<file path="src/hpt_pkg.sv">
// Package for the homogeneous point transform: fixed-point widths, types
// and saturation limits shared by the pipeline stages. No dependencies.
package hpt_pkg;

  localparam int COEF_WIDTH = 16;   // signed coefficient, 12 fraction bits
  localparam int DATA_WIDTH = 24;   // signed vector component, 12 fraction bits
  localparam int FRAC_BITS  = 12;
  localparam int NUM_ROWS   = 4;
  localparam int NUM_COLS   = 4;
  localparam int NUM_TERMS  = NUM_ROWS * NUM_COLS;
  localparam int SLOT_WIDTH = 16;   // coefficient slot in a row register
  localparam int ROW_WIDTH  = SLOT_WIDTH * NUM_COLS;
  localparam int CFG_IDX_W  = 3;    // one spare bit so stray indexes can be dropped

  localparam int PROD_W = COEF_WIDTH + DATA_WIDTH;
  localparam int PAIR_W = PROD_W + 1;
  localparam int SUM_W  = PROD_W + 2;

  localparam int TDATA_W = ((NUM_COLS * DATA_WIDTH + 7) / 8) * 8;

  localparam logic [ROW_WIDTH-1:0] ONE_FIXED = ROW_WIDTH'(1) << FRAC_BITS;

  localparam logic signed [SUM_W-1:0] HALF_LSB = SUM_W'(1) << (FRAC_BITS - 1);
  localparam logic signed [SUM_W-1:0] DATA_MAX =
    {{(SUM_W-DATA_WIDTH+1){1'b0}}, {(DATA_WIDTH-1){1'b1}}};
  localparam logic signed [SUM_W-1:0] DATA_MIN =
    {{(SUM_W-DATA_WIDTH+1){1'b1}}, {(DATA_WIDTH-1){1'b0}}};

  typedef logic signed [COEF_WIDTH-1:0] coef_t;
  typedef logic signed [DATA_WIDTH-1:0] data_t;
  typedef logic signed [PROD_W-1:0]     prod_t;
  typedef logic signed [PAIR_W-1:0]     pair_t;
  typedef logic signed [SUM_W-1:0]      sum_t;
  typedef logic [ROW_WIDTH-1:0]         row_t;
  typedef logic [CFG_IDX_W-1:0]         cfg_idx_t;

endpackage

</file>
<file path="src/hpt_add.sv">
// Stages 2 and 3 of the transform: pair sums, then the full row sums.
// Depends on hpt_pkg.
module hpt_add (
  input  logic            clk,
  input  logic            rst,
  input  logic            en_pair,
  input  logic            en_sum,
  input  logic            in_valid,
  input  hpt_pkg::prod_t  prod [hpt_pkg::NUM_TERMS],
  output logic            pair_valid,
  output logic            sum_valid,
  output hpt_pkg::sum_t   sum  [hpt_pkg::NUM_ROWS]
);
  import hpt_pkg::*;

  pair_t pair [2*NUM_ROWS];

  always_ff @(posedge clk) begin
    if (rst) begin
      pair_valid <= 1'b0;
      sum_valid  <= 1'b0;
    end else begin
      if (en_pair) pair_valid <= in_valid;
      if (en_sum)  sum_valid  <= pair_valid;
    end
  end

  always_ff @(posedge clk) begin
    if (en_pair) begin
      for (int p = 0; p < 2*NUM_ROWS; p++) begin
        pair[p] <= PAIR_W'(prod[2*p]) + PAIR_W'(prod[2*p+1]);
      end
    end
    if (en_sum) begin
      for (int r = 0; r < NUM_ROWS; r++) begin
        sum[r] <= SUM_W'(pair[2*r]) + SUM_W'(pair[2*r+1]);
      end
    end
  end

endmodule

</file>
<file path="config.mk">
export PLATFORM = sky130hd
export DESIGN_NAME = hpt_add
export DESIGN_NICKNAME = d
export VERILOG_FILES = /design/src/hpt_pkg.sv /design/src/hpt_add.sv
export SDC_FILE = /design/constraint.sdc
export NUM_CORES = 1
export LEC_CHECK = 0
export BUFFER_PORTS_ARGS = -buffer_cell sky130_fd_sc_hd__buf_2
export CELL_PAD_IN_SITES_DETAIL_PLACEMENT = 2
export CELL_PAD_IN_SITES_GLOBAL_PLACEMENT = 2
export CORE_UTILIZATION = 35
export DETAILED_ROUTE_END_ITERATION = 8
export GPL_ROUTABILITY_DRIVEN = 0
export HOLD_SLACK_MARGIN = 0.02
export PLACE_DENSITY_LB_ADDON = 0.1
export SYNTH_ARGS = -nofsm -noshare
export SYNTH_HDL_FRONTEND = slang
export SYNTH_SLANG_ARGS = --single-unit
</file>
<file path="constraint.sdc">
create_clock -name clk -period 4.3 [get_ports clk]
set_clock_uncertainty 0.15 [all_clocks]
set_input_delay 0.43 -clock clk [delete_from_list [all_inputs] [get_ports clk]]
set_output_delay 0.43 -clock clk [all_outputs]
set_load 0.01 [all_outputs]
</file>
* Yosys cells after proc, flatten, opt, wreduce, memory -nomap -nowiden
Memories as Yosys holds them, arrays and structs flattened.
Index checks and enable logic that the tools add are counted.
** Operators by class
- $add $sub $neg :: 12
- Muxes and demuxes :: 2
** Operator list (number)
- adder 40 x 40 -> 41 bit :: 8
- adder 41 x 41 -> 42 bit :: 4
- two-way mux 1 bit :: 2
** Storage, ports and cells
- Register bits :: 170
- RAM bits :: 328
- Input bits :: 645
- Output and inout port bits :: 170
- Word-level logic and storage cells :: 21
- Memories :: 1
** Memories
- pair :: words 8, width 41, read ports 8, clocked after memory_dff 0, wr ports 8, line hpt_add.sv:16 : pair_t pair [2*NUM_ROWS];

* Longest topological paths before layout
- Depth in word-level cells :: 2
- Mapped depth :: 13
- Mapped depth without buffers :: 13

* Least setup slack after synthesis
No wires, ideal clock.
- Path kind :: input port to flip-flop
- Start point :: in prod[480] (netlist name)
- End point :: mem pair[0][75] (netlist name), data pin
- Setup time :: 0.274 ns
- Arrival time :: 3.194 ns
- Setup slack :: 0.682 ns
- Cell stages on the path :: 12
- Buffers on the path :: 0
- Path through :: ha_1 -> fa_1 -> a21o_1 -> a21o_1 -> a2111oi_0 -> o21ai_0 -> a221o_1 -> a31oi_1 -> o2111ai_1 -> nand2_1 -> o41ai_1 -> xor2_1
** RTL lines
- from (decl) :: line hpt_add.sv:9 : input hpt_pkg::prod_t prod [hpt_pkg::NUM_TERMS],
- to (decl) :: line hpt_add.sv:16

==> impl_metrics.toml <==
[status]
outcome = "finished clean"

[final_layout]
final_common_cell = "buf_2"
area_growth_pct = 21.5
nNetsFinal = 6093
mostFrequentLayoutCells = "buf_2 (812), edfxtp_1 (496), ha_1 (484)"
drive_gt1_share_pct = 20.2

[global_route]
grt_overflow_total = 0
antenna_found_initial = 65
grt_usage_pct = 26.3
grt_pass1_vias = 39300
grt_max_degree = 81
grt_pass1_wl_um = 235000

[timing]
final-max-slew-violation-count = 0
worstMarginPinSlew_ns = 0.888
rsz0062_at_grt = "false"
hold_violations = 0
setup_viol = 0
fin_tns_setup_ns = 0
max_freq_ghz = 0.239
fin_crit_sh_pct = 97.2
min_period_ns = 4.18
relSlewSlack_pct = 40.8

[routing]
routed_via_density = 5.51
route.detailed.drc = 0
wire_per_inst_um = 23.8
drt_iter0_drc = 1533
totalWireLength_um = 156000
dr.pass1.iters = 5
vias = 36000
ant_nets = 0

[worst_hold_path]
hold_path_class = "input port to register"

[worst_setup_path]
end_kind = "register"
crit_arrival_ns = 4.40
cp_data_required_time_ns = 4.52
critPathMaxFanout = 3
crit_type = "input port to register"
cp-start-kind = "input port"

[logic_synthesis]
synth_top_area_share_pct = 37.4
synth_area_leaders = "edfxtp_1 (37%), ha_1 (15%), xnor2_1 (6.3%), a21oi_1 (6.0%), a21o_1 (5.3%)"
synth_area_per_cell_um2 = 9.78
ys_types = 80
synth_flop_cell = "edfxtp_1"
synth_enable_flop_cells = 496
netlist_instances = 4076
syn_area_um2 = 39900
async_flop_share_pct = 0
ys_seq_area_share_pct = 37.5
syn_nets = 5217
synth_warnings = 0
yosysTopAreaCell = "edfxtp_1"
ys_ff_latch = 498

[place]
hpwl_um = 129000
port_buffers = 814

[clocking]
root_buffer = "clkbuf_16"
cts_tree = "done"
cts_htree_levels = 3
cts_buffers = 67
clkTransAtPathRegs_ns = 0.06
clkLatencyLatePin_ns = 0.64
clk_path_buf_depth = 3
clock-sinks = 498

[floorplanning]
fp.dieH_um = 339
design.core.area_um2 = 113000
initial_core_util_pct = 35.4
chipWidth_um = 339
dieArea_um2 = 115000
io_pins = 815
num_rows = 123

[run]
maxCapViolations = 0

[power]
power.density_nw_per_um2 = 463
p_leak_uw = 0.0216
ir_drop_v = 0.000240
finalPower_uw = 22400
## worst max-delay path, stage by stage
cell and delay (ns):
dlygate4sd3_1 0.54, buf_2 0.13, ha_1 0.22, fa_1 0.43, a21o_1 0.20, a21oi_1 0.22, o21ai_0 0.25, a311oi_1 0.38
o21ai_0 0.20, a31o_2 0.31, a31oi_1 0.25, a41oi_1 0.25, a311o_1 0.42, xor2_1 0.15
## flip-flops by register name, summed over array words and instances, names as in the netlist
register	flops
pair_valid	1
sum	168
sum_valid	1
pair	328
## layer usage
metal	track usage, %	wire, um	up-vias
met4	7.68	4690	62
met3	6.79	9590	259
met2	48.2	79200	764
met5	0	385	-
met1	29.7	61800	17700
li1	-	-	17200
## final cells by class
cell class	instances	area, um^2
Clock buffer	77	1710
Multi-Input combinational cell	3342	24000
Timing Repair Buffer	900	4850
Tap cell	1500	1880
Inverter	143	537
Sequential cell	498	14900
Clock inverter	46	410
Antenna cell	31	77.6
Fill cell	12400	64200
## where the power goes
part / switching [uW] / internal [uW] / total, uW / leakage [uW]
clock network: 2310 / 3240 / 5540 / 0.00105
registers: 428 / 7010 / 7430 / 0.00487
logic: 5720 / 3750 / 9460 / 0.0157
total: 8450 / 14000 / 22400 / 0.0216
## cell usage after synthesis, types with 60 or more instances
master,count
nand4_1,60
inv_1,143
nand3_1,95
o21ai_0,250
a21oi_1,481
xnor2_1,286
o21bai_1,63
nor2_1,231
edfxtp_1,496
a21o_1,284
ha_1,484
clkbuf_1,91
nand2_1,286
xor2_1,157
## final timing paths
| check | start | slack (ns) | cells past startpoint | to |
|---|---|---|---|---|
| min reg2reg | sum_valid | 0.36 | 2 | sum_valid |
| min | prod[361] | 0.08 | 2 | pair[0][124] |
| max | prod[600] | 0.12 | 14 | pair[0][38] |
| max reg2reg | pair[1][124] | 0.29 | 12 | sum[33] |
## repair_timing
action / 4_1_cts / 5_1_grt
hold buffers: 29 / 1
buffers inserted: 0 / 0
gates resized for setup: 0 / 2
endpoints found under the hold margin: 16 / 1
endpoints found under the setup margin: 0 / 3
## per-stage QoR
step,utilization (%),hold WS (ns),setup WS (ns),area (um^2),cells
floorplan,-,0.352,0.682,39900,4076
global placement,40.8,0.330,0.0684,45900,6353
detailed placement,40.8,0.340,0.0770,45900,6353
CTS,42.9,0.0248,0.177,48300,6505
global route,43.0,0.0599,0.00855,48400,6524
finish,43.0,0.0758,0.122,48400,6537
## kinds of logic (layout without fill, tap and decap cells)
group           after synthesis  after routing  share of synthesized area, %
other cells                   0             31                             0
xor+xnor                    443            443                          9.74
mux                           5              5                         0.126
buf+inv                     236           1166                          2.22
compound gates             1442           1442                          23.1
flops                       498            498                          37.5
fa+ha+maj                   496            496                          15.8
simple gates                956            956                          11.5
Note: power is estimated with default switching activity, not from simulation.
