[config.mk]
export PLATFORM = sky130hd
export DESIGN_NAME = hpt_round
export DESIGN_NICKNAME = d
export VERILOG_FILES = /design/src/hpt_pkg.sv /design/src/hpt_round.sv
export SDC_FILE = /design/constraint.sdc
export NUM_CORES = 1
export LEC_CHECK = 0
export BUFFER_PORTS_ARGS = -buffer_cell sky130_fd_sc_hd__buf_2
export CORE_MARGIN = 4
export CORE_UTILIZATION = 52
export CTS_CLUSTER_SIZE = 16
export DETAILED_ROUTE_END_ITERATION = 7
export HOLD_SLACK_MARGIN = 0.12
export PLACE_DENSITY = 0.92
export RECOVER_POWER = 50
export SLEW_MARGIN = 20
export SYNTH_ARGS = -nofsm -noshare
export SYNTH_HDL_FRONTEND = slang
export SYNTH_SLANG_ARGS = --single-unit
[constraint.sdc]
create_clock -name clk -period 3.5 [get_ports clk]
set_clock_uncertainty 0.05 [all_clocks]
set_input_delay 0.175 -clock clk [delete_from_list [all_inputs] [get_ports clk]]
set_output_delay 0.175 -clock clk [all_outputs]
set_load 0.01 [all_outputs]
[src/hpt_pkg.sv]
// Package for the homogeneous point transform: fixed-point widths, types
// and saturation limits shared by the pipeline stages. No dependencies.
package hpt_pkg;

  localparam int COEF_WIDTH = 16;   // signed coefficient, 12 fraction bits
  localparam int DATA_WIDTH = 24;   // signed vector component, 12 fraction bits
  localparam int FRAC_BITS  = 12;
  localparam int NUM_ROWS   = 4;
  localparam int NUM_COLS   = 4;
  localparam int NUM_TERMS  = NUM_ROWS * NUM_COLS;
  localparam int SLOT_WIDTH = 16;   // coefficient slot in a row register
  localparam int ROW_WIDTH  = SLOT_WIDTH * NUM_COLS;
  localparam int CFG_IDX_W  = 3;    // one spare bit so stray indexes can be dropped

  localparam int PROD_W = COEF_WIDTH + DATA_WIDTH;
  localparam int PAIR_W = PROD_W + 1;
  localparam int SUM_W  = PROD_W + 2;

  localparam int TDATA_W = ((NUM_COLS * DATA_WIDTH + 7) / 8) * 8;

  localparam logic [ROW_WIDTH-1:0] ONE_FIXED = ROW_WIDTH'(1) << FRAC_BITS;

  localparam logic signed [SUM_W-1:0] HALF_LSB = SUM_W'(1) << (FRAC_BITS - 1);
  localparam logic signed [SUM_W-1:0] DATA_MAX =
    {{(SUM_W-DATA_WIDTH+1){1'b0}}, {(DATA_WIDTH-1){1'b1}}};
  localparam logic signed [SUM_W-1:0] DATA_MIN =
    {{(SUM_W-DATA_WIDTH+1){1'b1}}, {(DATA_WIDTH-1){1'b0}}};

  typedef logic signed [COEF_WIDTH-1:0] coef_t;
  typedef logic signed [DATA_WIDTH-1:0] data_t;
  typedef logic signed [PROD_W-1:0]     prod_t;
  typedef logic signed [PAIR_W-1:0]     pair_t;
  typedef logic signed [SUM_W-1:0]      sum_t;
  typedef logic [ROW_WIDTH-1:0]         row_t;
  typedef logic [CFG_IDX_W-1:0]         cfg_idx_t;

endpackage

[src/hpt_round.sv]
// Stage 4 of the transform: round half up, drop fraction bits, saturate,
// and hold the result beat for the output channel. Depends on hpt_pkg.
module hpt_round (
  input  logic            clk,
  input  logic            rst,
  input  logic            en,
  input  logic            in_valid,
  input  hpt_pkg::sum_t   sum  [hpt_pkg::NUM_ROWS],
  output logic            out_valid,
  output hpt_pkg::data_t  comp [hpt_pkg::NUM_ROWS],
  output logic            sat
);
  import hpt_pkg::*;

  sum_t  shifted  [NUM_ROWS];
  data_t comp_next [NUM_ROWS];
  logic  [NUM_ROWS-1:0] clamp;

  always_comb begin
    for (int r = 0; r < NUM_ROWS; r++) begin
      // arithmetic shift floors, so adding half first rounds toward +inf
      shifted[r] = (sum[r] + HALF_LSB) >>> FRAC_BITS;
      clamp[r]   = 1'b1;
      if (shifted[r] > DATA_MAX) begin
        comp_next[r] = DATA_MAX[DATA_WIDTH-1:0];
      end else if (shifted[r] < DATA_MIN) begin
        comp_next[r] = DATA_MIN[DATA_WIDTH-1:0];
      end else begin
        comp_next[r] = shifted[r][DATA_WIDTH-1:0];
        clamp[r]     = 1'b0;
      end
    end
  end

  always_ff @(posedge clk) begin
    if (rst) begin
      out_valid <= 1'b0;
    end else if (en) begin
      out_valid <= in_valid;
    end
  end

  always_ff @(posedge clk) begin
    if (en) begin
      comp <= comp_next;
      sat  <= |clamp;
    end
  end

endmodule
* Yosys cells after proc, flatten, opt, wreduce, memory -nomap -nowiden
Cells that the tools add are included.
** Cells by class
- Add/sub/neg operators :: 4
- $lt $le $gt $ge :: 8
- Muxes and demuxes :: 12
- Reduce and logical (&&, ||, !) cells :: 1
** Operator list (number)
- $add A42 B13 Y42 const B :: 4
- $gt A30 B24 Y1 const B :: 4
- $lt A30 B24 Y1 const B :: 4
- $mux W24 :: 4
- $mux W1 :: 8
- $reduce_or A4 Y1 :: 1
** Word-level totals
- Flip-flop bits (word level) :: 98
- Input bits :: 172
- Output and inout port bits :: 98
- Logic and storage cells :: 31

* Longest topological paths before layout
- Word-level depth :: 5
- Depth in mapped cells :: 10

* Worst setup path before layout
No wires, ideal clock.
- Path type :: in2reg
- From :: input port sum[137] in the netlist's numbering
- To :: register sat (data pin)
- Arrival time :: 2.042 ns
- Data required time :: 3.172 ns
- Path slack :: 1.131 ns
- Stages :: 9
- Cell sequence :: ha_1 nand4_1 or4_4 buf_6 nor4_4 o221ai_1 o31a_4 a2111oi_4 o2111ai_1
** Between the ends
- Longest elaborated chain between the ends :: 5
- Elaborated cells between the ends (all ways) :: 6
- Classes of those cells :: 1 x add/sub; 2 x order compare; 2 x mux; 1 x reduce/logical
** RTL lines
- from (decl) :: RTL line hpt_round.sv:8 : input hpt_pkg::sum_t sum [hpt_pkg::NUM_ROWS],
- $add A42 B13 Y42 (*) :: RTL line hpt_round.sv:22 : shifted[r] = (sum[r] + HALF_LSB) >>> FRAC_BITS;
- $lt A30 B24 Y1 :: RTL line hpt_round.sv:26 : end else if (shifted[r] < DATA_MIN) begin
- $mux W1 :: RTL line hpt_round.sv:26
- $mux W1 (*) :: RTL line hpt_round.sv:24 : if (shifted[r] > DATA_MAX) begin
- $reduce_or A4 Y1 (*) :: RTL line hpt_round.sv:46 : sat <= |clamp;
- to (signal assigned) :: RTL line hpt_round.sv:46
- to (decl) :: RTL line hpt_round.sv:11 : output logic sat
Every way passes the cells marked *; elsewhere a longest branch is shown, timed or not.
A chain may end at the register's enable or synchronous reset.

* Final worst setup path
- From :: input port sum[95] in the netlist's numbering
- To :: register comp[70] in the netlist's numbering (data pin)
** Between the ends
- Longest elaborated chain between the ends :: 3
- Elaborated cells between the ends (all ways) :: 4
- Classes of those cells :: 1 x add/sub; 2 x order compare; 1 x mux
** RTL lines
- $add A42 B13 Y42 (*) :: RTL line hpt_round.sv:22
- $lt A30 B24 Y1 :: RTL line hpt_round.sv:26
- $mux W24 :: RTL line hpt_round.sv:26
- to (signal assigned) :: RTL line hpt_round.sv:45 : comp <= comp_next;
- to (decl) :: RTL line hpt_round.sv:10 : output hpt_pkg::data_t comp [hpt_pkg::NUM_ROWS],
Marked as above.

==> run metrics <==
FF+latch count, synth between 90 and 100; failing checks capacitance limit, slew limit; Crit path required time about 3.5 ns; fmax about 0.38 GHz; initial drt markers 500; Gate power share approximately 17%; vias in the first global route 5204; Overflow after GRT 0; initial core utilization a little over half; clock power share 36.4%; status finished with violations; r2r worst-path depth 3; Routed WL between 15 and 20 mm; initial antenna violation count 0; Die Wd approximately 120 um; drt pass-1 iters 7; Final Util between 60% and 70%; Post-Syn Nets between 700 and 800; fill count between 900 and 1000; Post-Synthesis Cell Area approximately 6200 um^2; Peak VDD IR 244 uV; normalized max-slew margin -12.4%; clock tree sinks about 100; maximum buffer depth of the clock tree 2; Setup TNS Final 0 ns; Async S/R FF share, synth 0%; RePlAce Congestion slightly below 0.9; Via Count about 5600; Die Area 13800 um^2; port buffer count between 200 and 250; Least-Margin Pin Slew 1.69 ns; CP endpoint kind flip-flop; leakage approximately 2.7 nW; Synth Area in Simple Gates a little under a quarter; XOR/XNOR Fraction of Synth Area roughly 14%; period utilization between 70% and 80%; Via density a little under 6; startpoint class of the critical path input pin; I/O Pins 270; CTS resizes 0; Wirelength per Cell around 16 um; Slew Viols, Final 67; post-layout min period 2.64 ns; Post-synth EDFFs between 90 and 100; cell count after synthesis 603; Final Hold Vio Count 0; P&R area growth vs syn 24.0%; CTS HTree Levels 3; Arrival @ worst endpoint ~2.6 ns; Register Area between 2000 and 3000 um^2; CTS tree done; DP HPWL ~12 mm; total power roughly 3.1 mW; sw power approximately 0.77 mW; Reg clk slew, reported paths about 0.07 ns; Pwr per Cell Area around 400 nW/um^2; Fin Hold WS roughly 0.16 ns; sw frac ~25%; area of the multi-input gates around 3100 um^2; TritonCTS buffer count 9; unrepaired setup endpoints after global routing no; multiplexer share of the synthesized area less than 1%; largest family of logic cells by synthesized area simple AND/OR/NAND/NOR gates; GRT Total Usage between 20% and 30%; first-pass GRT wire length 25.4 mm; Hold Path Depth 2; largest net degree at the start of global routing 67; Synth Area per Inst roughly 10 um^2; Root Buffer Master clkbuf_16; chip height about 120 um; Final setup viols 0; sequential share of power between 40% and 50%; synth warn 0; Clk Latency, worst-skew pair ~0.33 ns; proportion of layout cells with a drive suffix above 1 between 20% and 30%; Core ar. 11600 um^2; fin nets ~1000; Hold Crit Class in2reg; DRC violation count after routing 0; # rows 39; most frequent cells in the layout buf_2, edfxtp_1, clkbuf_1, xor2_1, o21ai_0; internal power between 2 and 2.5 mW; most common cell after layout, fill and taps aside buf_2; WS Path Type in2reg; most common flop cell mapped by yosys edfxtp_1; ant diodes 0; Post-DRT Antenna Nets 0; post-synthesis compound-gate area fraction approximately an eighth; Distinct cells, synth 62; sequential area share after synthesis 47.0%; Adder-Cell Fraction of Synth Area 0.802%; crit-path max FO 24; Max-cap violations 1
-- cell type report --
type / count / share of cell area (%)
sequential: 98 / 37.9
inverter: 13 / 0.631
multi-input combinational: 473 / 40.7
clock buffer: 10 / 2.96
timing repair buffer: 234 / 14.2
clock inverter: 6 / 1.36
tap: 143 / 2.31
-- cell families (layout without fill, tap and decap cells) --
kind of cell | after synthesis | after routing
compound gates | 126 | 126
xor+xnor | 99 | 99
simple gates | 241 | 241
mux | 3 | 3
flops | 98 | 98
fa+ha+maj | 4 | 4
buf+inv | 32 | 263
-- critical path, cell delays in order --
cell	delay, ns
buf_2	0.10
ha_1	0.20
nand3_1	0.25
nor4_2	0.62
nand4bb_1	0.21
o211ai_1	0.11
a21oi_2	0.73
o21ai_0	0.22
-- flip-flops by register name, indices dropped and copies added, names as in the netlist --
name / cells
out_valid: 1
sat: 1
comp: 96
-- synthesized netlist by cell type (3+ instances only) --
library cell / instances / area share [%]
nand3_1: 53 / 4.3
inv_1: 13 / 0.78
xor2_1: 58 / 8.1
nand4_1: 32 / 3.2
nand2_1: 37 / 2.2
ha_1: 4 / 0.80
a21oi_1: 6 / 0.48
or3_1: 4 / 0.40
mux2i_1: 3 / 0.48
edfxtp_1: 97 / 47
nor4_4: 5 / 1.7
clkbuf_1: 9 / 0.54
nand3_2: 3 / 0.48
nor2_1: 31 / 1.9
buf_4: 3 / 0.36
nor3_1: 13 / 1.0
xnor2_1: 41 / 5.8
buf_2: 4 / 0.32
and3_1: 16 / 1.6
o21ai_0: 57 / 4.6
nor4_1: 7 / 0.70
and4_1: 10 / 1.4
nor4_2: 3 / 0.60
buf_6: 3 / 0.54
or2_2: 5 / 0.50
a31oi_1: 3 / 0.30
o21ai_1: 40 / 3.2
-- path summary, 6_finish.rpt --
check                               start        end  slack, ns
worst max register to register  out_valid  out_valid       2.25
worst max-delay path              sum[95]   comp[70]       0.86
worst min register to register  out_valid  out_valid       1.05
worst min-delay path             sum[167]   comp[95]       0.16
-- power groups by stage --
stage	clock network (mW)	logic, mW	registers, mW
finish	1.11	0.506	1.44
detailed placement	0	0.524	1.46
floorplan	0	0.175	1.52
CTS	1.13	0.529	1.44
global placement	0	0.509	1.46
global route	1.18	0.555	1.45
-- metal layers --
layer	GRT usage [%]	routed length, um
met1	26.8	6350
met2	40.1	8330
met3	4.81	1090
met4	7.84	334
met5	0	0
-- what timing repair did --
action / 4_1_cts / 5_1_grt
setup buffers: 0 / 0
hold buffers: 2 / 0
hold endpoints to repair: 1 / 0
-- through the flow --
stage,instance area (um^2),setup WS (ns),std cells
2_1_floorplan,6240,1.13,603
4_1_cts,7840,0.943,977
6_report,7730,0.862,977
3_5_place_dp,7490,0.584,959
3_3_place_gp,7490,0.650,959
5_1_grt,7730,0.637,977
Note: power is estimated with default switching activity, not from simulation.
